==> src/sv/clcd_pkg.sv <==
// Shared types, constants and power-up tables for the character LCD expander feeder.
package clcd_pkg;

  localparam int QUEUE_DEPTH = 64;

  // Request queue between front and back
  localparam int ITEMQ_DEPTH = 2;
  localparam int ITEMQ_AW    = $clog2(ITEMQ_DEPTH);

  localparam int CFG_IDX_W = 3;

  localparam logic [CFG_IDX_W-1:0] CFG_RS_POS    = 3'd0;
  localparam logic [CFG_IDX_W-1:0] CFG_EN_POS    = 3'd1;
  localparam logic [CFG_IDX_W-1:0] CFG_LIGHT_POS = 3'd2;
  localparam logic [CFG_IDX_W-1:0] CFG_CMD_MARK  = 3'd3;
  localparam logic [CFG_IDX_W-1:0] CFG_DATA_MARK = 3'd4;

  localparam logic [2:0] RS_POS_RST    = 3'd0;
  localparam logic [2:0] EN_POS_RST    = 3'd2;
  localparam logic [2:0] LIGHT_POS_RST = 3'd3;
  localparam logic [7:0] CMD_MARK_RST  = 8'd1;
  localparam logic [7:0] DATA_MARK_RST = 8'd2;

  localparam logic [7:0] HI_NIB_MASK = 8'b1111_0000;
  localparam logic [7:0] LO_NIB_MASK = 8'b0000_1111;

  // Power-up sequence: step 0 clears the queue, steps 1..9 send frames,
  // step 10 turns the block ready.
  localparam logic [3:0] INIT_STEP_CLEAR = 4'd0;
  localparam logic [3:0] INIT_STEP_DONE  = 4'd10;

  typedef enum logic [1:0] {
    OP_PUSH  = 2'd0,
    OP_START = 2'd1,
    OP_TICK  = 2'd2,
    OP_DONE  = 2'd3
  } op_t;

  typedef struct packed {
    op_t        op;
    logic [7:0] data;
    logic       err;
  } item_t;

  typedef enum logic [2:0] {
    ST_IDLE,
    ST_RD0,
    ST_RD1,
    ST_EMIT,
    ST_OVF
  } back_state_t;

  function automatic logic [7:0] init_hi(input logic [3:0] step);
    logic [7:0] v;
    unique case (step)
      4'd1, 4'd2: v = 8'b0011_0000;
      4'd3, 4'd4: v = 8'b0010_0000;
      4'd5:       v = 8'b1000_0000;
      4'd8:       v = 8'b0001_0000;
      default:    v = 8'h00;
    endcase
    return v;
  endfunction

  function automatic logic [7:0] init_lo(input logic [3:0] step);
    logic [7:0] v;
    unique case (step)
      4'd6:    v = 8'b1100_0000;
      4'd9:    v = 8'b0110_0000;
      default: v = 8'h00;
    endcase
    return v;
  endfunction

  function automatic logic init_four(input logic [3:0] step);
    return (step == 4'd6) || (step == 4'd9);
  endfunction

endpackage

==> src/sv/char_lcd_i2c_expander_feeder.sv <==
// Top level of the character LCD feeder for a 4-bit display behind an I2C port expander.
//
// Requests (push byte, start, service tick, bus done) enter a two-entry request queue and are
// carried out one at a time by the back end. A push, start or bus done that sends nothing takes
// one cycle in the back end; a service tick takes two cycles of queue memory reads (three when
// a command or data marker is skipped) and then holds its frame on the result port, one
// expander byte per pop, so a four-byte frame needs at least six to seven cycles. A bus error
// resends the held frame. The single-read-port byte queue sets the fetch latency. A push to a
// full queue returns one result with overflow set. No clearing pass: queue entries are only
// read after being written. Configuration writes are always ready.
module char_lcd_i2c_expander_feeder #(
  parameter int QUEUE_DEPTH = clcd_pkg::QUEUE_DEPTH
) (
  input  logic                           clk,
  input  logic                           rst_n,
  input  logic                           in_push,
  output logic                           in_full,
  input  logic [1:0]                     in_kind,
  input  logic [7:0]                     in_data_byte,
  input  logic                           in_bus_error,
  output logic                           out_empty,
  input  logic                           out_pop,
  output logic [7:0]                     out_expander_byte,
  output logic                           out_last_of_frame,
  output logic                           out_overflow,
  input  logic                           cfg_valid,
  output logic                           cfg_ready,
  input  logic [clcd_pkg::CFG_IDX_W-1:0] cfg_index,
  input  logic [7:0]                     cfg_data
);

  logic            item_valid;
  logic            item_take;
  clcd_pkg::item_t item;

  assign cfg_ready = 1'b1;

  clcd_front u_front (
    .clk          (clk),
    .rst_n        (rst_n),
    .in_push      (in_push),
    .in_full      (in_full),
    .in_kind      (in_kind),
    .in_data_byte (in_data_byte),
    .in_bus_error (in_bus_error),
    .item_valid   (item_valid),
    .item         (item),
    .item_take    (item_take)
  );

  clcd_back #(
    .QUEUE_DEPTH (QUEUE_DEPTH)
  ) u_back (
    .clk               (clk),
    .rst_n             (rst_n),
    .item_valid        (item_valid),
    .item              (item),
    .item_take         (item_take),
    .cfg_valid         (cfg_valid && cfg_ready),
    .cfg_index         (cfg_index),
    .cfg_data          (cfg_data),
    .out_empty         (out_empty),
    .out_pop           (out_pop),
    .out_expander_byte (out_expander_byte),
    .out_last_of_frame (out_last_of_frame),
    .out_overflow      (out_overflow)
  );

endmodule

==> src/sv/clcd_front.sv <==
// Front end: takes requests from the input port and queues them, decoded, for the back end.
module clcd_front (
  input  logic                 clk,
  input  logic                 rst_n,
  input  logic                 in_push,
  output logic                 in_full,
  input  logic [1:0]           in_kind,
  input  logic [7:0]           in_data_byte,
  input  logic                 in_bus_error,
  output logic                 item_valid,
  output clcd_pkg::item_t      item,
  input  logic                 item_take
);

  localparam int AW = clcd_pkg::ITEMQ_AW;

  clcd_pkg::item_t buf_r [clcd_pkg::ITEMQ_DEPTH];
  logic [AW-1:0]   wp_r, wp_nxt;
  logic [AW-1:0]   rp_r, rp_nxt;
  logic [AW:0]     cnt_r, cnt_nxt;
  logic            wr_en;
  logic            rd_en;
  clcd_pkg::item_t in_item;

  always_comb begin
    in_item.op   = clcd_pkg::op_t'(in_kind);
    in_item.data = in_data_byte;
    in_item.err  = in_bus_error;
  end

  assign in_full    = (cnt_r == (AW+1)'(clcd_pkg::ITEMQ_DEPTH));
  assign item_valid = (cnt_r != '0);
  assign item       = buf_r[rp_r];

  assign wr_en = in_push && !in_full;
  assign rd_en = item_take && item_valid;

  always_comb begin
    wp_nxt  = wr_en ? wp_r + 1'b1 : wp_r;
    rp_nxt  = rd_en ? rp_r + 1'b1 : rp_r;
    cnt_nxt = cnt_r;
    if (wr_en && !rd_en) begin
      cnt_nxt = cnt_r + 1'b1;
    end else if (rd_en && !wr_en) begin
      cnt_nxt = cnt_r - 1'b1;
    end
  end

  always_ff @(posedge clk) begin
    if (!rst_n) begin
      wp_r  <= '0;
      rp_r  <= '0;
      cnt_r <= '0;
    end else begin
      wp_r  <= wp_nxt;
      rp_r  <= rp_nxt;
      cnt_r <= cnt_nxt;
    end
  end

  always_ff @(posedge clk) begin
    if (wr_en) begin
      buf_r[wp_r] <= in_item;
    end
  end

endmodule

==> src/sv/clcd_back.sv <==
// Back end: byte queue, power-up sequencer, frame builder and result emitter.
module clcd_back #(
  parameter int QUEUE_DEPTH = clcd_pkg::QUEUE_DEPTH
) (
  input  logic                              clk,
  input  logic                              rst_n,
  input  logic                              item_valid,
  input  clcd_pkg::item_t                   item,
  output logic                              item_take,
  input  logic                              cfg_valid,
  input  logic [clcd_pkg::CFG_IDX_W-1:0]    cfg_index,
  input  logic [7:0]                        cfg_data,
  output logic                              out_empty,
  input  logic                              out_pop,
  output logic [7:0]                        out_expander_byte,
  output logic                              out_last_of_frame,
  output logic                              out_overflow
);

  localparam int IW = $clog2(QUEUE_DEPTH);
  localparam logic [IW-1:0] LAST_IDX = IW'(QUEUE_DEPTH - 1);

  clcd_pkg::back_state_t state_r, state_nxt;

  logic [7:0]    mem [QUEUE_DEPTH];
  logic [7:0]    rdata_r;
  logic [IW-1:0] rd_addr;
  logic          mem_we;

  logic [IW-1:0] wr_idx_r, wr_idx_nxt;
  logic [IW-1:0] rd_idx_r, rd_idx_nxt;
  logic          q_empty_r, q_empty_nxt;
  logic          sending_r, sending_nxt;
  logic [3:0]    step_r, step_nxt;
  logic          ready_r, ready_nxt;
  logic          light_on_r, light_on_nxt;
  logic          pending_r, pending_nxt;
  logic [7:0]    frame_r [4];
  logic [7:0]    frame_nxt [4];
  logic          four_r, four_nxt;
  logic [1:0]    idx_r, idx_nxt;
  logic          is_data_r, is_data_nxt;

  logic [2:0]    rs_pos_r, en_pos_r, lt_pos_r;
  logic [7:0]    cmd_mark_r, data_mark_r;

  logic          q_full;
  logic          svc_ok;
  logic [IW-1:0] rd_idx_inc;
  logic          is_cmd, is_mark;
  logic          done_ok;
  logic          init_emit;
  logic          last_byte;
  logic [7:0]    en_mask;
  logic [7:0]    ctl;
  logic          svc_is_data;
  logic [7:0]    init_h, init_l;

  function automatic logic [IW-1:0] next_idx(input logic [IW-1:0] i);
    return (i == LAST_IDX) ? '0 : i + 1'b1;
  endfunction

  assign item_take  = (state_r == clcd_pkg::ST_IDLE) && item_valid;
  assign q_full     = !q_empty_r && (wr_idx_r == rd_idx_r);
  assign svc_ok     = sending_r && !pending_r && !q_empty_r;
  assign rd_idx_inc = next_idx(rd_idx_r);
  assign is_cmd     = (rdata_r == cmd_mark_r);
  assign is_mark    = is_cmd || (rdata_r == data_mark_r);
  assign done_ok    = pending_r && !item.err;
  assign init_emit  = (step_r != clcd_pkg::INIT_STEP_CLEAR) &&
                      (step_r < clcd_pkg::INIT_STEP_DONE);
  assign last_byte  = (idx_r == (four_r ? 2'd3 : 2'd1));
  assign mem_we     = item_take && (item.op == clcd_pkg::OP_PUSH) && !q_full;

  // RD0 looks one entry past the marker; the second fetch uses that address
  assign rd_addr    = (state_r == clcd_pkg::ST_RD0) ? rd_idx_inc : rd_idx_r;

  assign en_mask     = 8'd1 << en_pos_r;
  assign svc_is_data = (state_r == clcd_pkg::ST_RD1) ? is_data_r : 1'b1;
  assign ctl         = (svc_is_data ? (8'd1 << rs_pos_r) : 8'd0) |
                       (light_on_r  ? (8'd1 << lt_pos_r) : 8'd0);
  assign init_h      = clcd_pkg::init_hi(step_r);
  assign init_l      = clcd_pkg::init_lo(step_r);

  // Next state
  always_comb begin
    state_nxt = state_r;
    unique case (state_r)
      clcd_pkg::ST_IDLE: begin
        if (item_valid) begin
          unique case (item.op)
            clcd_pkg::OP_PUSH: state_nxt = q_full ? clcd_pkg::ST_OVF : clcd_pkg::ST_IDLE;
            clcd_pkg::OP_TICK: begin
              if (ready_r) begin
                state_nxt = svc_ok ? clcd_pkg::ST_RD0 : clcd_pkg::ST_IDLE;
              end else begin
                state_nxt = init_emit ? clcd_pkg::ST_EMIT : clcd_pkg::ST_IDLE;
              end
            end
            clcd_pkg::OP_DONE:
              state_nxt = (pending_r && item.err) ? clcd_pkg::ST_EMIT : clcd_pkg::ST_IDLE;
            default: state_nxt = clcd_pkg::ST_IDLE;
          endcase
        end
      end
      clcd_pkg::ST_RD0: begin
        if (!is_mark) begin
          state_nxt = clcd_pkg::ST_EMIT;
        end else if (rd_idx_inc == wr_idx_r) begin
          // marker without its byte yet: wait for a later tick
          state_nxt = clcd_pkg::ST_IDLE;
        end else begin
          state_nxt = clcd_pkg::ST_RD1;
        end
      end
      clcd_pkg::ST_RD1: state_nxt = clcd_pkg::ST_EMIT;
      clcd_pkg::ST_EMIT: begin
        if (out_pop && last_byte) begin
          state_nxt = clcd_pkg::ST_IDLE;
        end
      end
      clcd_pkg::ST_OVF: begin
        if (out_pop) begin
          state_nxt = clcd_pkg::ST_IDLE;
        end
      end
      default: state_nxt = clcd_pkg::ST_IDLE;
    endcase
  end

  // Datapath and outputs
  always_comb begin
    wr_idx_nxt   = wr_idx_r;
    rd_idx_nxt   = rd_idx_r;
    q_empty_nxt  = q_empty_r;
    sending_nxt  = sending_r;
    step_nxt     = step_r;
    ready_nxt    = ready_r;
    light_on_nxt = light_on_r;
    pending_nxt  = pending_r;
    four_nxt     = four_r;
    idx_nxt      = idx_r;
    is_data_nxt  = is_data_r;
    for (int k = 0; k < 4; k++) begin
      frame_nxt[k] = frame_r[k];
    end

    unique case (state_r)
      clcd_pkg::ST_IDLE: begin
        idx_nxt = 2'd0;
        if (item_valid) begin
          unique case (item.op)
            clcd_pkg::OP_PUSH: begin
              if (!q_full) begin
                q_empty_nxt = 1'b0;
                wr_idx_nxt  = next_idx(wr_idx_r);
              end
            end
            clcd_pkg::OP_START: sending_nxt = 1'b1;
            clcd_pkg::OP_TICK: begin
              if (!ready_r) begin
                if (step_r >= clcd_pkg::INIT_STEP_DONE) begin
                  ready_nxt    = 1'b1;
                  light_on_nxt = 1'b1;
                  step_nxt     = clcd_pkg::INIT_STEP_DONE;
                end else if (step_r == clcd_pkg::INIT_STEP_CLEAR) begin
                  q_empty_nxt = 1'b1;
                  rd_idx_nxt  = '0;
                  wr_idx_nxt  = '0;
                  step_nxt    = step_r + 4'd1;
                end else begin
                  frame_nxt[0] = init_h | en_mask;
                  frame_nxt[1] = init_h;
                  frame_nxt[2] = init_l | en_mask;
                  frame_nxt[3] = init_l;
                  four_nxt     = clcd_pkg::init_four(step_r);
                  step_nxt     = step_r + 4'd1;
                end
              end
            end
            clcd_pkg::OP_DONE: begin
              if (pending_r) begin
                four_nxt = 1'b1;
              end
              if (done_ok) begin
                pending_nxt = 1'b0;
                rd_idx_nxt  = rd_idx_inc;
                if (rd_idx_inc == wr_idx_r) begin
                  sending_nxt = 1'b0;
                  q_empty_nxt = 1'b1;
                end
              end
            end
            default: ;
          endcase
        end
      end
      clcd_pkg::ST_RD0, clcd_pkg::ST_RD1: begin
        if ((state_r == clcd_pkg::ST_RD0) && is_mark) begin
          is_data_nxt = !is_cmd;
          if (rd_idx_inc != wr_idx_r) begin
            rd_idx_nxt = rd_idx_inc;
          end
        end else begin
          frame_nxt[1] = ctl | (rdata_r & clcd_pkg::HI_NIB_MASK);
          frame_nxt[0] = ctl | (rdata_r & clcd_pkg::HI_NIB_MASK) | en_mask;
          frame_nxt[3] = ctl | {rdata_r[3:0], 4'd0};
          frame_nxt[2] = ctl | {rdata_r[3:0], 4'd0} | en_mask;
          four_nxt     = 1'b1;
          pending_nxt  = 1'b1;
        end
      end
      clcd_pkg::ST_EMIT: begin
        if (out_pop) begin
          idx_nxt = idx_r + 2'd1;
        end
      end
      default: ;
    endcase
  end

  assign out_empty         = !((state_r == clcd_pkg::ST_EMIT) ||
                               (state_r == clcd_pkg::ST_OVF));
  assign out_overflow      = (state_r == clcd_pkg::ST_OVF);
  assign out_expander_byte = out_overflow ? 8'd0 : frame_r[idx_r];
  assign out_last_of_frame = !out_overflow && last_byte;

  always_ff @(posedge clk) begin
    if (!rst_n) begin
      state_r    <= clcd_pkg::ST_IDLE;
      wr_idx_r   <= '0;
      rd_idx_r   <= '0;
      q_empty_r  <= 1'b1;
      sending_r  <= 1'b0;
      step_r     <= clcd_pkg::INIT_STEP_CLEAR;
      ready_r    <= 1'b0;
      light_on_r <= 1'b0;
      pending_r  <= 1'b0;
      idx_r      <= 2'd0;
    end else begin
      state_r    <= state_nxt;
      wr_idx_r   <= wr_idx_nxt;
      rd_idx_r   <= rd_idx_nxt;
      q_empty_r  <= q_empty_nxt;
      sending_r  <= sending_nxt;
      step_r     <= step_nxt;
      ready_r    <= ready_nxt;
      light_on_r <= light_on_nxt;
      pending_r  <= pending_nxt;
      idx_r      <= idx_nxt;
    end
  end

  always_ff @(posedge clk) begin
    four_r    <= four_nxt;
    is_data_r <= is_data_nxt;
    for (int k = 0; k < 4; k++) begin
      frame_r[k] <= frame_nxt[k];
    end
  end

  // Byte queue storage
  always_ff @(posedge clk) begin
    if (mem_we) begin
      mem[wr_idx_r] <= item.data;
    end
    rdata_r <= mem[rd_addr];
  end

  always_ff @(posedge clk) begin
    if (!rst_n) begin
      rs_pos_r    <= clcd_pkg::RS_POS_RST;
      en_pos_r    <= clcd_pkg::EN_POS_RST;
      lt_pos_r    <= clcd_pkg::LIGHT_POS_RST;
      cmd_mark_r  <= clcd_pkg::CMD_MARK_RST;
      data_mark_r <= clcd_pkg::DATA_MARK_RST;
    end else if (cfg_valid) begin
      unique case (cfg_index)
        clcd_pkg::CFG_RS_POS:    rs_pos_r    <= cfg_data[2:0];
        clcd_pkg::CFG_EN_POS:    en_pos_r    <= cfg_data[2:0];
        clcd_pkg::CFG_LIGHT_POS: lt_pos_r    <= cfg_data[2:0];
        clcd_pkg::CFG_CMD_MARK:  cmd_mark_r  <= cfg_data;
        clcd_pkg::CFG_DATA_MARK: data_mark_r <= cfg_data;
        default: ;
      endcase
    end
  end

endmodule

==> config.mk <==
export PLATFORM = sky130hd
export DESIGN_NAME = char_lcd_i2c_expander_feeder
export DESIGN_NICKNAME = d
export VERILOG_FILES = /design/src/sv/clcd_pkg.sv /design/src/sv/char_lcd_i2c_expander_feeder.sv /design/src/sv/clcd_front.sv /design/src/sv/clcd_back.sv
export SDC_FILE = /design/constraint.sdc
export NUM_CORES = 1
export LEC_CHECK = 0
export BUFFER_PORTS_ARGS = -buffer_cell sky130_fd_sc_hd__buf_4
export CELL_PAD_IN_SITES_DETAIL_PLACEMENT = 1
export CELL_PAD_IN_SITES_GLOBAL_PLACEMENT = 1
export CORE_AREA = 5 5 225 227
export CTS_CLUSTER_SIZE = 16
export DETAILED_ROUTE_END_ITERATION = 10
export DIE_AREA = 0 0 230 232
export HOLD_SLACK_MARGIN = 0.05
export PLACE_DENSITY_LB_ADDON = 0.1
export SLEW_MARGIN = 0
export SYNTH_ARGS = -nofsm -noshare
export SYNTH_HDL_FRONTEND = slang
export SYNTH_SLANG_ARGS = --single-unit
==> constraint.sdc <==
create_clock -name clk -period 6.59 [get_ports clk]
set_clock_uncertainty 0.15 [all_clocks]
set_input_delay 0.9885 -clock clk [delete_from_list [all_inputs] [get_ports clk]]
set_output_delay 0.9885 -clock clk [all_outputs]
set_load 0.02 [all_outputs]
==> metrics.cfg <==
[setup_path]
setup.worst_path.start_class = flip-flop
regToRegSetupSlack_ns = 1.75
critical_path.endpoint_type = flip-flop
timing.reg2reg.worst_path_depth = 8
arrival_worst_endpoint_ns = 5.16
worst_path_bufs_invs = 1
cpPeakStageDelay_ns = 1.07
critical_setup_path_class = flip-flop to flip-flop
crit_path_max_fanout = 50
crit_chain = ha_1 -> a211o_1 -> and2_4 -> buf_12 -> mux4_2 -> a22oi_1 -> and4_1 -> nand4_1
critical_path_required_ns = 6.91
critical_path.reg2reg.startpoint = u_back.rd_idx_r[0]$_SDFFE_PN0P_
rr_endpoint = u_back.rdata_r[3]$_DFF_P_
cp_top_family = simple AND/OR/NAND/NOR gates
slowest_stage = dfxtp_1

[timing]
timing.max_slew.rel_slack_pct = 22.3
final-max-slew-violation-count = 0
fin_setup_tns_ns = 0
worst_hold_slack_ns = 0.335
finalCriticalPeriod_ns = 4.84
final_hold_viol_count = 0
tightest_slew_ns = 1.14
setup_viol = 0
finalWorstSetupSlack_ns = 1.75
rsz0062_at_grt = no
max_freq_mhz = 207
timing.final.crit_share_pct = 73.4

[clock_network]
h-tree-depth = 3
cts.reportedPaths.clkPinSlew_ns = 0.06
clkSinkCount = 626
clkLatencyLatePin_ns = 0.61
clock_root_buffer_master = clkbuf_16
cts_tree = built
cts_post_setup_buffers_inserted = 0
cts_inserted_buffers = 66
hold_buffers = 0
post_cts_resize_count = 0
largest_buffer_count_on_any_clock_path = 3

[layout]
mostFrequentLayoutCells = edfxtp_1, nand2_1, nor2_1, mux2i_1, nand3_1
layout_cell_share_with_drive_strength_beyond_1_pct = 11.8
finalInstanceArea_sq_um = 29200
fin_util_pct = 60.2
most_common_cell_after_layout_fill_and_taps_aside = edfxtp_1
syn_to_final_growth_pct = 11.1
layout.filler_cells = 4621
fin_cells = 2643
antenna_cells = 0
finish.net_count = 2004

[hold_path]
worstHoldPathCells = 2
min_path_type = flip-flop to flip-flop
min_from = u_back.data_mark_r[1]$_SDFFE_PN1P_
worst_hold_path.endpoint = u_back.data_mark_r[1]$_SDFFE_PN1P_

[detailed_routing]
initialDrtViolationCount = 1748
wire_per_inst_microns = 27.5
detail-route-antenna-nets = 0
detail_route.first_pass.iterations = 5
finalWirelength_microns = 72700
detailroute.via_count = 16800
post-route-drc-count = 0
drt-vias-per-instance = 6.35

[placed_design]
dp.cells = 2524
port_buffers = 38
detailed_place.area_sq_um = 27100
pre_cts_ws_ns = 1.94
detailedPlacementHpwl_microns = 45900
gp_routability_congestion = 0.850

[floorplan]
dieArea_sq_um = 53400
die_height_microns = 232
floorplan.io_pins = 40
initial_utilization_pct = 54.2
fp.coreArea_sq_um = 48400
placementRows = 81
die_outline_width_microns = 230

[synthesis]
post_synth_inst_count = 1944
syn_avg_cell_area_sq_um = 13.5
asyncSetResetFlopFracSynth_pct = 0
synthesis.yosys.warnings = 0
synthesis.nets = 1978
netlist_area_before_placement_sq_um = 26300
post_synth_main_area_contributors = edfxtp_1, dfxtp_1, nand2_1
synth_ff_type = edfxtp_1
synthDistinctLibCells = 75
portion_of_synthesized_cell_area_occupied_by_the_leading_cell_type_pct = 64.0
synth_edf_count = 560
synth.yosys.seq_area_share_pct = 69.1
synth_top_cell_by_area = edfxtp_1
synth.ff_latch_count = 626

[global_route]
grt_first_pass_wirelength_microns = 110000
first_global_vias = 17500
grtUsageTotal_pct = 27.1
pin_count_of_the_biggest_net_entering_global_routing = 65
grt.overflow.total = 0
grt_antenna_before_repair = 1

[power]
power-per-cell-area_nw_per_um2 = 346
design_power_total_mw = 10.1
leakage_component_of_the_power_nw = 9.87
worst_ir_drop_vdd_mv = 0.268

[status]
status = finished clean

[run]
maxCapViolCount = 0

==> layout make-up <==
type / count / area, sq um / area share (%)
clock buffers: 87 / 1810 / 6.22
clock inverters: 32 / 234 / 0.802
inverters: 15 / 56.3 / 0.193
multi-input cells: 1192 / 7580 / 26.0
flip-flops and latches: 626 / 18100 / 62.2
well taps: 622 / 778 / 2.67
repair buffers: 69 / 568 / 1.95
==> flip-flops by register name, indices dropped and copies added, names as in the netlist, 3 cells and up, named ones only <==
| register | cells |
|---|---|
| u_back.mem | 512 |
| u_back.frame_r | 24 |
| u_front.buf_r | 22 |
| u_back.cmd_mark_r | 8 |
| u_back.data_mark_r | 8 |
| u_back.rdata_r | 8 |
| u_back.rd_idx_r | 6 |
| u_back.wr_idx_r | 6 |
| u_back.step_r | 4 |
| u_back.en_pos_r | 3 |
| u_back.lt_pos_r | 3 |
| u_back.rs_pos_r | 3 |
| u_back.state_r | 3 |
==> power breakdown <==
part / total, mW / switching, mW / internal, mW
registers: 4.93 / 0.139 / 4.79
clock network: 3.59 / 1.53 / 2.06
logic: 1.59 / 1.09 / 0.497
==> worst reg2reg max path: cells and delay by family (launching register included) <==
kind / cells / cell delay, ns
adder cells (fa/ha/maj): 1 / 0.64
multiplexers: 1 / 0.59
buffers and inverters: 1 / 0.42
flip-flops: 1 / 1.07
AO/OA/AOI/OAI: 2 / 0.59
AND/OR/NAND/NOR: 3 / 1.24
==> worst max-delay path by stage <==
stage                     slack (ns)                             from                              to  cells past startpoint
after floorplan                 2.82                        flip-flop  u_back.frame_r[0][0]$_DFFE_PP_                      7
after global placement          2.03  u_back.rd_idx_r[0]$_SDFFE_PN0P_       u_back.rdata_r[2]$_DFF_P_                      8
after CTS                       1.89  u_back.rd_idx_r[0]$_SDFFE_PN0P_       u_back.rdata_r[0]$_DFF_P_                      8
after global routing            1.63  u_back.rd_idx_r[0]$_SDFFE_PN0P_       u_back.rdata_r[3]$_DFF_P_                      8
after detailed placement        1.94  u_back.rd_idx_r[0]$_SDFFE_PN0P_       u_back.rdata_r[2]$_DFF_P_                      8
final                           1.75  u_back.rd_idx_r[0]$_SDFFE_PN0P_       u_back.rdata_r[3]$_DFF_P_                      8
==> per-layer routing <==
metal  wire [microns]  GRT usage, %
met1            28600          35.3
met2            35900          45.7
met3             5200          4.99
met4             2900          10.9
met5               13             0
==> logic make-up after synthesis <==
family | Yosys count | synth area share, %
and+or+nand+nor | 715 | 12.3
DFF | 626 | 69.1
AOI/OAI and AO/OA | 283 | 7.26
muxes | 152 | 7.67
buffers and inverters | 126 | 2.18
xor gates and xnor gates | 34 | 1.16
adders and majority gates | 7 | 0.334
other | 1 | 0.0143
==> synthesized netlist by cell type, drive strengths merged (19+ instances only) <==
| library cell | n |
|---|---|
| edfxtp | 560 |
| nand2 | 345 |
| nor2 | 129 |
| mux2i | 91 |
| nand3 | 82 |
| dfxtp | 66 |
| clkbuf | 56 |
| buf | 55 |
| a21oi | 49 |
| o21ai | 47 |
| a31oi | 40 |
| mux4 | 37 |
| and3 | 28 |
| xor2 | 25 |
| mux2 | 24 |
| nor2b | 24 |
| nand4 | 22 |
| a21boi | 20 |
| nor3 | 19 |
Note: power is estimated with default switching activity, not from simulation.
